===== config.mk =====
export PLATFORM = sky130hd
export DESIGN_NAME = pov_column_scheduler
export DESIGN_NICKNAME = d
export VERILOG_FILES = /design/src/design/pcs_pkg.sv /design/src/design/pcs_column_store.sv /design/src/design/pcs_slot_engine.sv /design/src/design/pcs_rsp_pipe.sv /design/src/design/pov_column_scheduler.sv
export SDC_FILE = /design/constraint.sdc
export NUM_CORES = 2
export LEC_CHECK = 0
export BUFFER_PORTS_ARGS = -buffer_cell sky130_fd_sc_hd__buf_4
export CELL_PAD_IN_SITES_DETAIL_PLACEMENT = 0
export CELL_PAD_IN_SITES_GLOBAL_PLACEMENT = 1
export CORE_MARGIN = 2
export CORE_UTILIZATION = 48
export DETAILED_ROUTE_END_ITERATION = 8
export GPL_TIMING_DRIVEN = 0
export PLACE_DENSITY = 0.84
export SYNTH_ARGS = -nofsm -noshare
export SYNTH_HDL_FRONTEND = slang
export SYNTH_SLANG_ARGS = --single-unit
export TNS_END_PERCENT = 20

===== constraint.sdc =====
create_clock -name clock -period 6.4 [get_ports clock]
set_input_delay 0 -clock clock [delete_from_list [all_inputs] [get_ports clock]]
set_output_delay 0 -clock clock [all_outputs]
set_load 0.02 [all_outputs]

===== src/design/pcs_pkg.sv =====
// ----------------------------------------------------------------------------
// pcs_pkg
// Shared types and constants of the POV column scheduler: request commands,
// register indexes, register reset values and the interface structs.
// ----------------------------------------------------------------------------
package pcs_pkg;

   // Request commands.
   localparam logic [1:0] CMD_TICK         = 2'd0;
   localparam logic [1:0] CMD_HALL_EDGE    = 2'd1;
   localparam logic [1:0] CMD_WRITE_COLUMN = 2'd2;
   localparam logic [1:0] CMD_LOAD_OFFSET  = 2'd3;

   // Register indexes on the csr port.
   localparam logic [1:0] CSR_SHIFT_INTERVAL = 2'd0;
   localparam logic [1:0] CSR_TICKS_PER_MS   = 2'd1;
   localparam logic [1:0] CSR_STALL_LIMIT    = 2'd2;

   localparam logic [15:0] SHIFT_INTERVAL_RESET = 16'd0;
   localparam logic [7:0]  TICKS_PER_MS_RESET   = 8'd34;
   localparam logic [15:0] STALL_LIMIT_RESET    = 16'd10000;
   localparam logic [7:0]  BLANK_PATTERN        = 8'h00;
   localparam logic [15:0] COUNT_MAX            = 16'hFFFF;

   typedef struct packed {
      logic [1:0] command;
      logic       menu_active;
      logic [6:0] column_index;
      logic [7:0] column_data;
      logic [6:0] new_offset;
   } pcs_req_type;

   typedef struct packed {
      logic [15:0] shift_interval_ms;
      logic [7:0]  ticks_per_ms;
      logic [15:0] stall_limit;
   } pcs_cfg_type;

   // Per-request outcome handed from the slot engine to the response pipe.
   typedef struct packed {
      logic       led_update;
      logic       use_store;
      logic       stall_timeout;
      logic [7:0] column_position;
   } pcs_slot_result_type;

   function automatic logic [15:0] sat_inc16(input logic [15:0] value);
      return (value == COUNT_MAX) ? COUNT_MAX : value + 16'd1;
   endfunction

endpackage


===== src/design/pcs_column_store.sv =====
// ----------------------------------------------------------------------------
// pcs_column_store
// Column pattern memory with one write and one registered read port, and a
// clearing sweep that zeroes every entry after reset.
// ----------------------------------------------------------------------------
module pcs_column_store #(
   parameter int COLUMNS = 128
) (
   input  logic                       clock,
   input  logic                       reset,
   input  logic                       wr_en,
   input  logic [$clog2(COLUMNS)-1:0] wr_addr,
   input  logic [7:0]                 wr_data,
   input  logic                       rd_en,
   input  logic [$clog2(COLUMNS)-1:0] rd_addr,
   output logic [7:0]                 rd_data,
   output logic                       clearing
);
   import pcs_pkg::*;

   localparam int AW = $clog2(COLUMNS);
   localparam logic [AW-1:0] LAST_ADDR = AW'(COLUMNS - 1);

   logic [7:0]    mem_ff [COLUMNS];
   logic [7:0]    rd_data_ff;
   logic          clear_ff;
   logic [AW-1:0] clr_addr_ff;

   always_ff @(posedge clock) begin
      if (reset) begin
         clear_ff    <= 1'b1;
         clr_addr_ff <= '0;
      end else if (clear_ff) begin
         if (clr_addr_ff == LAST_ADDR) begin
            clear_ff <= 1'b0;
         end
         clr_addr_ff <= clr_addr_ff + 1'b1;
      end
   end

   always_ff @(posedge clock) begin
      if (clear_ff) begin
         mem_ff[clr_addr_ff] <= BLANK_PATTERN;
      end else if (wr_en) begin
         mem_ff[wr_addr] <= wr_data;
      end
      if (rd_en) begin
         rd_data_ff <= mem_ff[rd_addr];
      end
   end

   assign rd_data  = rd_data_ff;
   assign clearing = clear_ff;

endmodule


===== src/design/pcs_slot_engine.sv =====
// ----------------------------------------------------------------------------
// pcs_slot_engine
// Rotation timing state: tick and slot counters, period split into quotient
// and remainder, column position, display offset and millisecond divider.
// Slot limits period*(pos+1)/COLUMNS are tracked by a running quotient and
// remainder, so no divider is needed.
// ----------------------------------------------------------------------------
module pcs_slot_engine #(
   parameter int COLUMNS      = 128,
   parameter int FRONT_OFFSET = 0
) (
   input  logic                              clock,
   input  logic                              reset,
   input  logic                              accept,
   input  pcs_pkg::pcs_req_type              req,
   input  pcs_pkg::pcs_cfg_type              cfg,
   output logic                              mem_wr_en,
   output logic [$clog2(COLUMNS)-1:0]        mem_wr_addr,
   output logic [7:0]                        mem_wr_data,
   output logic                              mem_rd_en,
   output logic [$clog2(COLUMNS)-1:0]        mem_rd_addr,
   output pcs_pkg::pcs_slot_result_type      result
);
   import pcs_pkg::*;

   localparam int AW = $clog2(COLUMNS);
   localparam int PW = $clog2(COLUMNS + 1);
   localparam int FRONT_MOD = FRONT_OFFSET % COLUMNS;
   localparam logic [AW-1:0] LAST_COL   = AW'(COLUMNS - 1);
   localparam logic [AW:0]   COLS_A     = (AW + 1)'(COLUMNS);
   localparam logic [PW-1:0] COLS_P     = PW'(COLUMNS);
   localparam logic [AW+6:0] COLS_IDX   = (AW + 7)'(COLUMNS);

   // Reduces a 7-bit offset modulo COLUMNS by shifted compare and subtract.
   function automatic logic [AW-1:0] offset_mod(input logic [6:0] value);
      logic [6:0]    v;
      logic [AW+6:0] wide;
      v = value;
      for (int s = 6; s >= 0; s--) begin
         if ({11'b0, v} >= (18'(COLUMNS) << s)) begin
            v = v - 7'(18'(COLUMNS) << s);
         end
      end
      wide = {{AW{1'b0}}, v};
      return wide[AW-1:0];
   endfunction

   logic [15:0]   tick_count_ff, tick_count_in;
   logic [15:0]   tick_q_ff, tick_q_in;
   logic [AW-1:0] tick_r_ff, tick_r_in;
   logic [15:0]   per_q_ff, per_q_in;
   logic [AW-1:0] per_r_ff, per_r_in;
   logic [16:0]   acc_q_ff, acc_q_in;
   logic [AW-1:0] acc_r_ff, acc_r_in;
   logic [15:0]   slot_count_ff, slot_count_in;
   logic [PW-1:0] pos_ff, pos_in;
   logic [AW-1:0] offset_ff, offset_in;
   logic [7:0]    ms_div_ff, ms_div_in;
   logic [15:0]   shift_ms_ff, shift_ms_in;

   logic [7:0]    ms_step;
   logic [15:0]   shift_step;
   logic [AW-1:0] offset_step;
   logic [15:0]   slot_step;
   logic [AW:0]   addr_sum;
   logic [AW:0]   rem_sum;
   logic [AW+6:0] idx_wide;
   logic [PW+7:0] pos_wide;
   logic          served;
   logic          use_store;

   assign idx_wide = {{AW{1'b0}}, req.column_index};

   always_comb begin
      tick_count_in = tick_count_ff;
      tick_q_in     = tick_q_ff;
      tick_r_in     = tick_r_ff;
      per_q_in      = per_q_ff;
      per_r_in      = per_r_ff;
      acc_q_in      = acc_q_ff;
      acc_r_in      = acc_r_ff;
      slot_count_in = slot_count_ff;
      pos_in        = pos_ff;
      offset_in     = offset_ff;
      ms_div_in     = ms_div_ff;
      shift_ms_in   = shift_ms_ff;
      ms_step       = ms_div_ff + 8'd1;
      shift_step    = shift_ms_ff;
      offset_step   = offset_ff;
      slot_step     = sat_inc16(slot_count_ff);
      addr_sum      = '0;
      rem_sum       = {1'b0, acc_r_ff} + {1'b0, per_r_ff};
      served        = 1'b0;
      use_store     = 1'b0;
      mem_wr_en     = 1'b0;

      unique case (req.command)
         CMD_TICK: begin
            // The quotient and remainder of the tick count by COLUMNS follow
            // the count, and stop with it at saturation.
            if (tick_count_ff != COUNT_MAX) begin
               tick_count_in = tick_count_ff + 16'd1;
               if (tick_r_ff == LAST_COL) begin
                  tick_r_in = '0;
                  tick_q_in = tick_q_ff + 16'd1;
               end else begin
                  tick_r_in = tick_r_ff + 1'b1;
               end
            end

            if (ms_step >= cfg.ticks_per_ms) begin
               ms_div_in  = 8'd0;
               shift_step = sat_inc16(shift_ms_ff);
            end else begin
               ms_div_in  = ms_step;
            end
            if (cfg.shift_interval_ms != 16'd0 && shift_step >= cfg.shift_interval_ms) begin
               shift_ms_in = 16'd0;
               offset_step = (offset_ff == LAST_COL) ? '0 : offset_ff + 1'b1;
            end else begin
               shift_ms_in = shift_step;
            end
            offset_in = offset_step;

            slot_count_in = slot_step;
            if (slot_step >= acc_q_ff[15:0] && !req.menu_active) begin
               served = 1'b1;
               if (pos_ff < COLS_P) begin
                  use_store = 1'b1;
                  addr_sum  = {1'b0, pos_ff[AW-1:0]} + {1'b0, offset_step};
                  if (addr_sum >= COLS_A) begin
                     addr_sum = addr_sum - COLS_A;
                  end
                  pos_in = pos_ff + 1'b1;
                  // Advance the running product period*(pos+1) by one period.
                  if (rem_sum >= COLS_A) begin
                     acc_r_in = AW'(rem_sum - COLS_A);
                     acc_q_in = acc_q_ff + {1'b0, per_q_ff} + 17'd1;
                  end else begin
                     acc_r_in = rem_sum[AW-1:0];
                     acc_q_in = acc_q_ff + {1'b0, per_q_ff};
                  end
               end
            end
         end
         CMD_HALL_EDGE: begin
            per_q_in      = tick_q_ff;
            per_r_in      = tick_r_ff;
            acc_q_in      = {1'b0, tick_q_ff};
            acc_r_in      = tick_r_ff;
            pos_in        = '0;
            slot_count_in = 16'd0;
            tick_count_in = 16'd0;
            tick_q_in     = 16'd0;
            tick_r_in     = '0;
         end
         CMD_WRITE_COLUMN: begin
            mem_wr_en = accept && (idx_wide < COLS_IDX);
         end
         CMD_LOAD_OFFSET: begin
            offset_in = offset_mod(req.new_offset);
         end
      endcase
   end

   always_ff @(posedge clock) begin
      if (reset) begin
         tick_count_ff <= 16'd0;
         tick_q_ff     <= 16'd0;
         tick_r_ff     <= '0;
         per_q_ff      <= 16'd0;
         per_r_ff      <= '0;
         acc_q_ff      <= 17'd0;
         acc_r_ff      <= '0;
         slot_count_ff <= 16'd0;
         pos_ff        <= '0;
         offset_ff     <= AW'(FRONT_MOD);
         ms_div_ff     <= 8'd0;
         shift_ms_ff   <= 16'd0;
      end else if (accept) begin
         tick_count_ff <= tick_count_in;
         tick_q_ff     <= tick_q_in;
         tick_r_ff     <= tick_r_in;
         per_q_ff      <= per_q_in;
         per_r_ff      <= per_r_in;
         acc_q_ff      <= acc_q_in;
         acc_r_ff      <= acc_r_in;
         slot_count_ff <= slot_count_in;
         pos_ff        <= pos_in;
         offset_ff     <= offset_in;
         ms_div_ff     <= ms_div_in;
         shift_ms_ff   <= shift_ms_in;
      end
   end

   assign pos_wide    = {8'd0, pos_in};
   assign mem_wr_addr = idx_wide[AW-1:0];
   assign mem_wr_data = req.column_data;
   assign mem_rd_en   = accept && use_store;
   assign mem_rd_addr = addr_sum[AW-1:0];

   assign result.led_update      = served;
   assign result.use_store       = use_store;
   assign result.stall_timeout   = tick_count_in > cfg.stall_limit;
   assign result.column_position = pos_wide[7:0];

endmodule


===== src/design/pcs_rsp_pipe.sv =====
// ----------------------------------------------------------------------------
// pcs_rsp_pipe
// Two-entry response path: a holding stage that waits for the memory read,
// then the output register that drives the response channel.
// ----------------------------------------------------------------------------
module pcs_rsp_pipe (
   input  logic                         clock,
   input  logic                         reset,
   input  logic                         accept,
   input  pcs_pkg::pcs_slot_result_type result,
   input  logic [7:0]                   store_data,
   input  logic                         rsp_stall,
   output logic                         in_ready,
   output logic                         rsp_valid,
   output logic [7:0]                   rsp_led_pattern,
   output logic                         rsp_led_update,
   output logic                         rsp_stall_timeout,
   output logic [7:0]                   rsp_column_position
);
   import pcs_pkg::*;

   logic                p1_valid_ff;
   pcs_slot_result_type p1_result_ff;
   logic                rsp_valid_ff;
   logic [7:0]          pattern_ff;
   logic                update_ff;
   logic                timeout_ff;
   logic [7:0]          position_ff;
   logic                advance;

   // The store read data belongs to the request in the holding stage; it only
   // changes when a new request is accepted, which is also when this moves.
   assign advance  = p1_valid_ff && (!rsp_valid_ff || !rsp_stall);
   assign in_ready = !p1_valid_ff || advance;

   always_ff @(posedge clock) begin
      if (reset) begin
         p1_valid_ff  <= 1'b0;
         rsp_valid_ff <= 1'b0;
      end else begin
         if (accept) begin
            p1_valid_ff <= 1'b1;
         end else if (advance) begin
            p1_valid_ff <= 1'b0;
         end
         if (advance) begin
            rsp_valid_ff <= 1'b1;
         end else if (!rsp_stall) begin
            rsp_valid_ff <= 1'b0;
         end
      end
   end

   always_ff @(posedge clock) begin
      if (accept) begin
         p1_result_ff <= result;
      end
      if (advance) begin
         pattern_ff  <= p1_result_ff.use_store ? store_data : BLANK_PATTERN;
         update_ff   <= p1_result_ff.led_update;
         timeout_ff  <= p1_result_ff.stall_timeout;
         position_ff <= p1_result_ff.column_position;
      end
   end

   assign rsp_valid           = rsp_valid_ff;
   assign rsp_led_pattern     = pattern_ff;
   assign rsp_led_update      = update_ff;
   assign rsp_stall_timeout   = timeout_ff;
   assign rsp_column_position = position_ff;

endmodule


===== src/design/pov_column_scheduler.sv =====
// ----------------------------------------------------------------------------
// pov_column_scheduler
// Results pass the holding stage (state update and store read) and then the
// output register before they are valid on the response channel.
// Throughput: one request per cycle, unless the response channel stalls.
// Reset: synchronous; afterwards a clearing sweep zeroes every column store
// entry while req_stall is high. Register writes are taken outside reset.
// ----------------------------------------------------------------------------
module pov_column_scheduler #(
   parameter int COLUMNS      = 128,
   parameter int FRONT_OFFSET = 0
) (
   input  logic        clock,
   input  logic        reset,
   input  logic        req_valid,
   output logic        req_stall,
   input  logic [1:0]  req_command,
   input  logic        req_menu_active,
   input  logic [6:0]  req_column_index,
   input  logic [7:0]  req_column_data,
   input  logic [6:0]  req_new_offset,
   output logic        rsp_valid,
   input  logic        rsp_stall,
   output logic [7:0]  rsp_led_pattern,
   output logic        rsp_led_update,
   output logic        rsp_stall_timeout,
   output logic [7:0]  rsp_column_position,
   input  logic        csr_write,
   input  logic [1:0]  csr_index,
   input  logic [15:0] csr_data
);
   import pcs_pkg::*;

   localparam int AW = $clog2(COLUMNS);

   logic [15:0]         shift_interval_ff;
   logic [7:0]          ticks_per_ms_ff;
   logic [15:0]         stall_limit_ff;
   pcs_cfg_type         cfg;
   pcs_req_type         req;
   pcs_slot_result_type result;
   logic                accept;
   logic                in_ready;
   logic                clearing;
   logic                mem_wr_en;
   logic [AW-1:0]       mem_wr_addr;
   logic [7:0]          mem_wr_data;
   logic                mem_rd_en;
   logic [AW-1:0]       mem_rd_addr;
   logic [7:0]          mem_rd_data;

   always_ff @(posedge clock) begin
      if (reset) begin
         shift_interval_ff <= SHIFT_INTERVAL_RESET;
         ticks_per_ms_ff   <= TICKS_PER_MS_RESET;
         stall_limit_ff    <= STALL_LIMIT_RESET;
      end else if (csr_write) begin
         unique case (csr_index)
            CSR_SHIFT_INTERVAL: shift_interval_ff <= csr_data;
            CSR_TICKS_PER_MS:   ticks_per_ms_ff   <= csr_data[7:0];
            CSR_STALL_LIMIT:    stall_limit_ff    <= csr_data;
            default: begin
            end
         endcase
      end
   end

   assign cfg.shift_interval_ms = shift_interval_ff;
   assign cfg.ticks_per_ms      = ticks_per_ms_ff;
   assign cfg.stall_limit       = stall_limit_ff;

   assign req.command      = req_command;
   assign req.menu_active  = req_menu_active;
   assign req.column_index = req_column_index;
   assign req.column_data  = req_column_data;
   assign req.new_offset   = req_new_offset;

   assign req_stall = reset || clearing || !in_ready;
   assign accept    = req_valid && !req_stall;

   pcs_slot_engine #(
      .COLUMNS      (COLUMNS),
      .FRONT_OFFSET (FRONT_OFFSET)
   ) u_engine (
      .clock       (clock),
      .reset       (reset),
      .accept      (accept),
      .req         (req),
      .cfg         (cfg),
      .mem_wr_en   (mem_wr_en),
      .mem_wr_addr (mem_wr_addr),
      .mem_wr_data (mem_wr_data),
      .mem_rd_en   (mem_rd_en),
      .mem_rd_addr (mem_rd_addr),
      .result      (result)
   );

   pcs_column_store #(
      .COLUMNS (COLUMNS)
   ) u_store (
      .clock    (clock),
      .reset    (reset),
      .wr_en    (mem_wr_en),
      .wr_addr  (mem_wr_addr),
      .wr_data  (mem_wr_data),
      .rd_en    (mem_rd_en),
      .rd_addr  (mem_rd_addr),
      .rd_data  (mem_rd_data),
      .clearing (clearing)
   );

   pcs_rsp_pipe u_rsp (
      .clock               (clock),
      .reset               (reset),
      .accept              (accept),
      .result              (result),
      .store_data          (mem_rd_data),
      .rsp_stall           (rsp_stall),
      .in_ready            (in_ready),
      .rsp_valid           (rsp_valid),
      .rsp_led_pattern     (rsp_led_pattern),
      .rsp_led_update      (rsp_led_update),
      .rsp_stall_timeout   (rsp_stall_timeout),
      .rsp_column_position (rsp_column_position)
   );

   // A pattern other than blank is only ever shown on a served slot.
   a_pattern_needs_update: assert property (@(posedge clock) disable iff (reset)
      rsp_valid && !rsp_led_update |-> rsp_led_pattern == BLANK_PATTERN)
      else $error("nonblank pattern without led_update");

   // The store is being cleared right after reset, so no request gets in.
   a_no_accept_after_reset: assert property (@(posedge clock) disable iff (reset)
      $past(reset) |-> req_stall)
      else $error("request accepted during the clearing sweep");

   // Checks that an accepted request reaches the output register.
   a_result_delivered: assert property (@(posedge clock) disable iff (reset)
      req_valid && !req_stall |-> ##2 rsp_valid)
      else $error("accepted request did not reach the response register");

endmodule


# == After elaboration in Yosys (flattened, before gate mapping) ==
# Memories as Yosys holds them, arrays and structs flattened. A register that Yosys moved wholly into a read port is not among the register bits.
# Cells that the tools add are included.
# totals
n_memories,1
elab_cells,153
mem_bits_rw,1024
reg_bits,220
output_inout_bits,20
# mem_list
name,words,word_bits,rd,rd_ports_with_merged_regs,wr,line,source
u_store.mem_ff,128,8,1,1,1,pcs_column_store.sv:24,logic [7:0] mem_ff [COLUMNS];
# classes
eq_ne,16
addsub,15
reduce_logical,33
order_cmp,8
n_mux,53
# op_table
operator,n
$mux W16,8
$pmux W16 S2,3
$mux W7,13
$add A16 B1 Y16 const B,4
$mux W17,3
$pmux W7 S2,3
$pmux W17 S2,1
$eq A16 B16 Y1 const B,2
$ge A16 B16 Y1,2
$mux W8,4
$add A7 B1 Y7 const B,3
$eq A7 B7 Y1 const B,3
$add A17 B1 Y17 const B,1
$add A17 B16 Y17,1
$mux W1,17
$add A7 B7 Y8,2
$add A8 B1 Y8 const B,2
$ge A8 B8 Y1 const B,2
$gt A16 B16 Y1,1
$ne A16 B16 Y1 const B,1
$pmux W8 S2,1
$reduce_bool A16 Y1,1
$reduce_and A2 Y1,7
$sub A7 B1 Y7 const B,2
other kinds (14),38

# == Longest topological paths before layout ==
# logic_depth
depth_word,15
depth_mapped,35
depth_no_buf,31

# == Modules after synthesis ==
# Synthesis repeated with hierarchy kept, for this count alone.
# hier_totals
hier_cells,3256
area_unflattened_um2,53242.3
# modules_own_cells
module,area_each_um2,cells_per_inst,instances
pcs_column_store,40298.6,1704,1
pcs_slot_engine,10272.4,1344,1
pov_column_scheduler,1671.6,163,1
pcs_rsp_pipe,999.7,45,1

# == Least setup slack after synthesis ==
# OpenSTA, ideal clock, no wires.
# synth_timing
path_type,flip-flop to flip-flop
start,register u_engine.ms_div_ff[0]
end,"register u_store.rd_data_ff[1] (netlist: u_store.rd_data[1]) (read register of u_store.mem_ff), data pin"
arrival_time_ps,6815
setup_ps,269
period_less_slack_ps,7084
stages_incl_launch_ff,34
path_slack_ps,-684
required_time_ps,6131
path_cell_list,dfxtp_1 > ha_1 > ha_1 > a21o_1 > a21o_1 > a21o_1 > a21o_1 > a2111oi_4 > or2_2 > buf_2 > or3_1 > buf_4 > o21ai_1 > ha_1 > a21o_1 > a21o_1 > a21oi_1 > o21ai_0 > a31oi_1 > nor2_1 > clkbuf_1 > nand2_1 > o21ai_0 > ha_1 > fa_1 > xor2_1 > buf_2 > buf_1 > buf_2 > mux4_2 > o221ai_1 > o32ai_1 > a22oi_1 > nand4_1
# synth_via
elab_chain_cells,14
word_cells_on_any_way,15
cone_classes,3 x add/sub; 3 x order compare; 8 x mux; 1 x reduce/logical
# synth_lines
element,line,source
"start, declared",pcs_slot_engine.sv:58,"logic [7:0] ms_div_ff, ms_div_in;"
"start signal, assigned",pcs_slot_engine.sv:191,ms_div_ff <= ms_div_in;
$add A8 B1 Y8 (*),pcs_slot_engine.sv:87,ms_step = ms_div_ff + 8'd1;
$ge A8 B8 Y1 (*),pcs_slot_engine.sv:111,if (ms_step >= cfg.ticks_per_ms) begin
$mux W16 (*),pcs_slot_engine.sv:111,
$mux W16 (*),pcs_slot_engine.sv:97,unique case (req.command)
$ge A16 B16 Y1 (*),pcs_slot_engine.sv:117,if (cfg.shift_interval_ms != 16'd0 && shift_step >= cfg.shift_interval_ms) begin
$logic_and A1 B1 Y1 (*),pcs_slot_engine.sv:117,
$mux W7 (*),pcs_slot_engine.sv:117,
$mux W7 (*),pcs_slot_engine.sv:97,
$add A7 B7 Y8 (*),pcs_slot_engine.sv:130,"addr_sum = {1'b0, pos_ff[AW-1:0]} + {1'b0, offset_step};"
$sub A7 B1 Y7 / $ge A8 B8 Y1 (equally long branches),"pcs_slot_engine.sv:132, pcs_slot_engine.sv:131",
$mux W7 (*),pcs_slot_engine.sv:131,if (addr_sum >= COLS_A) begin
$mux W7 (*),pcs_slot_engine.sv:128,if (pos_ff < COLS_P) begin
$mux W7 (*),pcs_slot_engine.sv:126,if (slot_step >= acc_q_ff[15:0] && !req.menu_active) begin
$mux W7 (*),pcs_slot_engine.sv:97,
"end, declared",pcs_column_store.sv:25,logic [7:0] rd_data_ff;
# Every way passes the cells marked *; elsewhere a longest branch is shown, timed or not. The select of a mux whose other input is x is not followed.
# A chain may end at the register's enable or synchronous reset.

# == Worst setup path after layout ==
# layout_timing
start,register u_engine.ms_div_ff[0]
end,"register u_store.rd_data_ff[7] (netlist: u_store.rd_data[7]) (read register of u_store.mem_ff), data pin"
# Same word-level chain as after synthesis.

==> qor.txt <==
=====================================================================================
Synth area leaders ..................................................... sky130_fd_sc_hd__edfxtp_1 59%, sky130_fd_sc_hd__dfxtp_1 7.1%, sky130_fd_sc_hd__nand2_1 3.6%
Synthesized flop and latch total .......................................         1251
Final routed wirelength across all metal layers ........................     209.6 mm
Worst-path cell with the longest stage delay ........................... sky130_fd_sc_hd__o211ai_1
Post-synth net total ...................................................         4198
Syn avg cell area ......................................................  13.25 sq um
Power Density .......................................................... 271.9 nW/um^2
Most frequent CP cell .................................................. sky130_fd_sc_hd__buf_6
Worst-path fanout max ..................................................           10
Synth Area in Adders ...................................................       2.421%
Count of buffers from port buffering ...................................           67
Detail Route Antenna Nets ..............................................            0
Total routing resource utilization after global routing ................       35.76%
Run status ............................................................. finished with violations
Total clock buffers created by CTS .....................................          131
Detail-routed net length per standard cell .............................     34.90 um
Gate count after technology mapping ....................................         4048
Total via count in the routed design ...................................       40.22k
Final setup vio count ..................................................            8
Via-to-Cell Ratio ......................................................        6.696
Horizontal die dimension ...............................................     338.3 um
Period minus WS final ..................................................      7379 ps
Critical path data required time .......................................      6880 ps
Number of core rows ....................................................          122
Wire length of the first global-routing pass ...........................     286.9 mm
Floorplan Core Area .................................................... 110800 sq um
Largest family of logic cells by synthesized area ...................... compound AO/OA/AOI/OAI gates
Fraction of the mapped netlist area in simple logic gates ..............       9.782%
Placed Instance Area ...................................................  56590 sq um
Height of the die ......................................................     338.3 um
Max Root-Sink Buffers ..................................................            3
Clock share of power ...................................................        43.8%
Worst setup EP type ....................................................     register
Transition time at the pin with the least slew margin ..................      1617 ps
Share of the cycle needed by the critical path after routing ...........       115.3%
Library cell with the highest instance count after synthesis ........... sky130_fd_sc_hd__edfxtp_1
Max-Slew Margin vs Limit ...............................................      -8.917%
Area share of xor/xnor cells in the synthesized design .................       1.273%
Multiplexer share of the synthesized area ..............................       6.822%
Antenna violations before repair .......................................           15
Leakage ................................................................     24.15 nW
Cell taking the most area after synthesis .............................. sky130_fd_sc_hd__edfxtp_1
DRC violation count after routing ......................................            0
Number of sinks driven by the clock tree ...............................         1251
Largest stage delay on the critical path ...............................       880 ps
Overall overflow remaining after global route ..........................            0
Final-report max-slew violation count ..................................           11
Share of the synthesized area in compound gates (AO/OA/AOI/OAI) ........       10.84%
Clock latency reported for the late side of the worst-skew pair ........       800 ps
CTS H-tree depth .......................................................            4
Die Outline Area ....................................................... 114400 sq um
Leading cell types by count after synthesis ............................ 1061 x sky130_fd_sc_hd__edfxtp_1, 517 x sky130_fd_sc_hd__nand2_1, 283 x sky130_fd_sc_hd__nor2_1, 210 x sky130_fd_sc_hd__a21oi_1, 190 x sky130_fd_sc_hd__dfxtp_1
Class of the worst hold path ........................................... input pin to register
Top-level port count ...................................................           68
Arrival @ worst endpoint ...............................................      7860 ps
Share of synthesized registers carrying an async set or reset ..........           0%
Portion of the post-synthesis area used by sequential elements .........       66.48%
Element type at the critical path start ................................     register
Setup Crit Path Kind ................................................... register to register
Clock-pin slew of the registers on the worst-case setup and hold paths .        60 ps
Most common flop cell mapped by yosys .................................. sky130_fd_sc_hd__edfxtp_1
Post-Synthesis Cell Area ...............................................  53640 sq um
Unrepaired setup endpoints after global routing ........................         true
Nets ...................................................................         4558
Layout area overhead ...................................................       20.34%
Clock tree from TritonCTS ..............................................         done
Yosys warnings .........................................................            0
Fin Clk Skew ...........................................................     63.90 ps
Worst Slack Setup Final ................................................    -979.2 ps
Detail Placement HPWL ..................................................     141.7 mm
Hold slack .............................................................    -6.902 ps
Failing checks ......................................................... negative hold slack, max-capacitance violations, max-slew violations, negative setup slack
Unique masters post-synth ..............................................           83
P_sw ...................................................................     4.227 mW
Post-synth EDFFs .......................................................         1061
Initial core utilization ...............................................       48.41%
Starting DRC count in detailed routing .................................         6991
Power after layout .....................................................     17.55 mW
Placer's final routability congestion estimate .........................        1.084
Sequential Power Share .................................................        49.9%
Fraction of layout cells with a size suffix above 1 ....................       19.06%
Largest net degree at the start of global routing ......................           86
Post-synth top area share ..............................................       59.39%
Vias in the first global route .........................................       36.79k
Achievable Freq ........................................................   0.1355 GHz
Total count of hold-check failures in the final report .................            3
Fraction of power consumed by combinational cells ......................         6.3%
First drt pass iteration count .........................................            8
Net switching share of the total power .................................       24.09%
Maximum vdd drop .......................................................  0.0002799 V
Post-route cell area ...................................................  64550 sq um
Internal power of the cells ............................................     13.32 mW
CTS root buf ........................................................... sky130_fd_sc_hd__clkbuf_16
Max-cap check violation count ..........................................            4
=====================================================================================
cell usage in the layout, fill, tap and decap left out, types with 18 or more instances in the layout:
master | Yosys | routed
sky130_fd_sc_hd__nand2_1 | 517 | 499
sky130_fd_sc_hd__clkbuf_4 | 0 | 19
sky130_fd_sc_hd__nand4_1 | 33 | 33
sky130_fd_sc_hd__dlygate4sd3_1 | 0 | 63
sky130_fd_sc_hd__mux2_2 | 35 | 34
sky130_fd_sc_hd__dfxtp_1 | 190 | 187
sky130_fd_sc_hd__nor2_1 | 283 | 264
sky130_fd_sc_hd__o21ai_1 | 7 | 20
sky130_fd_sc_hd__a21oi_1 | 210 | 197
sky130_fd_sc_hd__nor3_1 | 43 | 35
sky130_fd_sc_hd__a221oi_1 | 42 | 35
sky130_fd_sc_hd__o22ai_1 | 28 | 21
sky130_fd_sc_hd__mux4_2 | 83 | 83
sky130_fd_sc_hd__clkinv_1 | 2 | 32
sky130_fd_sc_hd__ha_1 | 99 | 91
sky130_fd_sc_hd__a221o_1 | 23 | 22
sky130_fd_sc_hd__nand2b_1 | 24 | 23
sky130_fd_sc_hd__xor2_1 | 36 | 35
sky130_fd_sc_hd__buf_6 | 0 | 27
sky130_fd_sc_hd__o21ai_0 | 178 | 141
sky130_fd_sc_hd__edfxtp_1 | 1061 | 1061
sky130_fd_sc_hd__o31ai_1 | 20 | 18
sky130_fd_sc_hd__clkbuf_16 | 0 | 140
sky130_fd_sc_hd__buf_2 | 67 | 24
sky130_fd_sc_hd__and2_1 | 25 | 24
sky130_fd_sc_hd__xnor2_1 | 42 | 38
sky130_fd_sc_hd__mux2i_1 | 138 | 132
sky130_fd_sc_hd__and3_1 | 64 | 53
sky130_fd_sc_hd__o211ai_1 | 21 | 21
sky130_fd_sc_hd__a31oi_1 | 47 | 40
sky130_fd_sc_hd__a21o_1 | 36 | 36
sky130_fd_sc_hd__buf_4 | 4 | 164
sky130_fd_sc_hd__a211oi_1 | 56 | 44
sky130_fd_sc_hd__a211o_1 | 20 | 19
sky130_fd_sc_hd__clkbuf_1 | 134 | 92
sky130_fd_sc_hd__a22oi_1 | 25 | 20
sky130_fd_sc_hd__inv_1 | 82 | 80
sky130_fd_sc_hd__nand3_1 | 111 | 105
sky130_fd_sc_hd__clkbuf_8 | 0 | 25
worst paths after layout:
kind                         start                           end  slack (ps)  depth (start not counted)
max          u_engine.ms_div_ff[0]            u_store.rd_data[7]        -980                         30
min             req_column_data[7]          u_store.mem_ff[1][7]          -7                          2
max reg2reg  u_engine.ms_div_ff[0]            u_store.rd_data[7]        -980                         30
min reg2reg  u_rsp.p1_result_ff[4]  u_rsp.rsp_column_position[4]         420                          0
power groups by stage:
stage	clock network, mW	registers (mW)	logic (mW)
2_1_floorplan	0	8.92	0.473
3_5_place_dp	0	8.93	0.909
4_1_cts	7.64	8.75	1.04
6_report	7.69	8.75	1.11
5_1_grt	7.96	8.75	1.11
3_3_place_gp	0	8.92	0.907
layout make-up:
type                    count  area (sq um)
clock buffers             154          3385
clock inverters            82         923.4
flip-flops and latches   1251         35670
inverters                  85         327.8
repair buffers            231          2250
well taps                1488          1862
plain buffers             225          1871
diodes                      7         17.52
multi-input cells        2483         18250
fillers                  8631         46270
registers in the layout, summed over array words and instances (netlist names), 11 cells and up:
register / cells
u_store.mem_ff: 1024
shift_interval_ff: 16
stall_limit_ff: 16
u_engine.acc_q_ff: 16
u_engine.per_q_ff: 16
u_engine.shift_ms_ff: 16
u_engine.slot_count_ff: 16
u_engine.tick_count_ff: 16
u_engine.tick_q_ff: 16
u_rsp.p1_result_ff: 11
cell families after synthesis:
| kind of cell | after synthesis |
|---|---|
| AOI/OAI and AO/OA | 868 |
| xor gates and xnor gates | 78 |
| DFF | 1251 |
| muxes | 257 |
| adders and majority gates | 102 |
| and+or+nand+nor | 1178 |
| buffers and inverters | 314 |
stage by stage:
step	setup WS (ps)	util, %	setup TNS [ps]	hold slack [ps]	instances
2_1_floorplan	48.79	-	0	136.0	4048
4_1_cts	-784.4	57.79	-6094	2.903	5973
6_report	-979.2	58.25	-7306	-6.902	6006
3_5_place_dp	-3442	51.06	-25760	254.6	5616
5_1_grt	-982.6	58.24	-7588	14.70	6000
3_3_place_gp	-3896	50.77	-603380	252.1	5603
worst max-delay path: cells and delay by family, from the launching register on:
family | cells | cell delay [ps]
AO/OA/AOI/OAI | 9 | 2330
XOR/XNOR | 1 | 140
flip-flops | 1 | 350
adder cells (fa/ha/maj) | 4 | 1090
multiplexers | 2 | 590
AND/OR/NAND/NOR | 7 | 1020
buffers and inverters | 7 | 1500
routing by layer:
layer | global-route usage [%] | wire (um)
met5 | 0 | 80
met4 | 16.23 | 11260
met3 | 15.99 | 34160
met2 | 49.89 | 86860
met1 | 47.86 | 77260
repair_timing:
item                                    in CTS  in global routing
pin swaps                                   70                 51
hold buffers                                63                  0
endpoints found under the hold margin      353                  0
gates cloned                                 3                  0
endpoints found under the setup margin       8                  9
buffers inserted                            59                 28
resized for setup                          488                 68
Note: power is estimated with default switching activity, not from simulation.
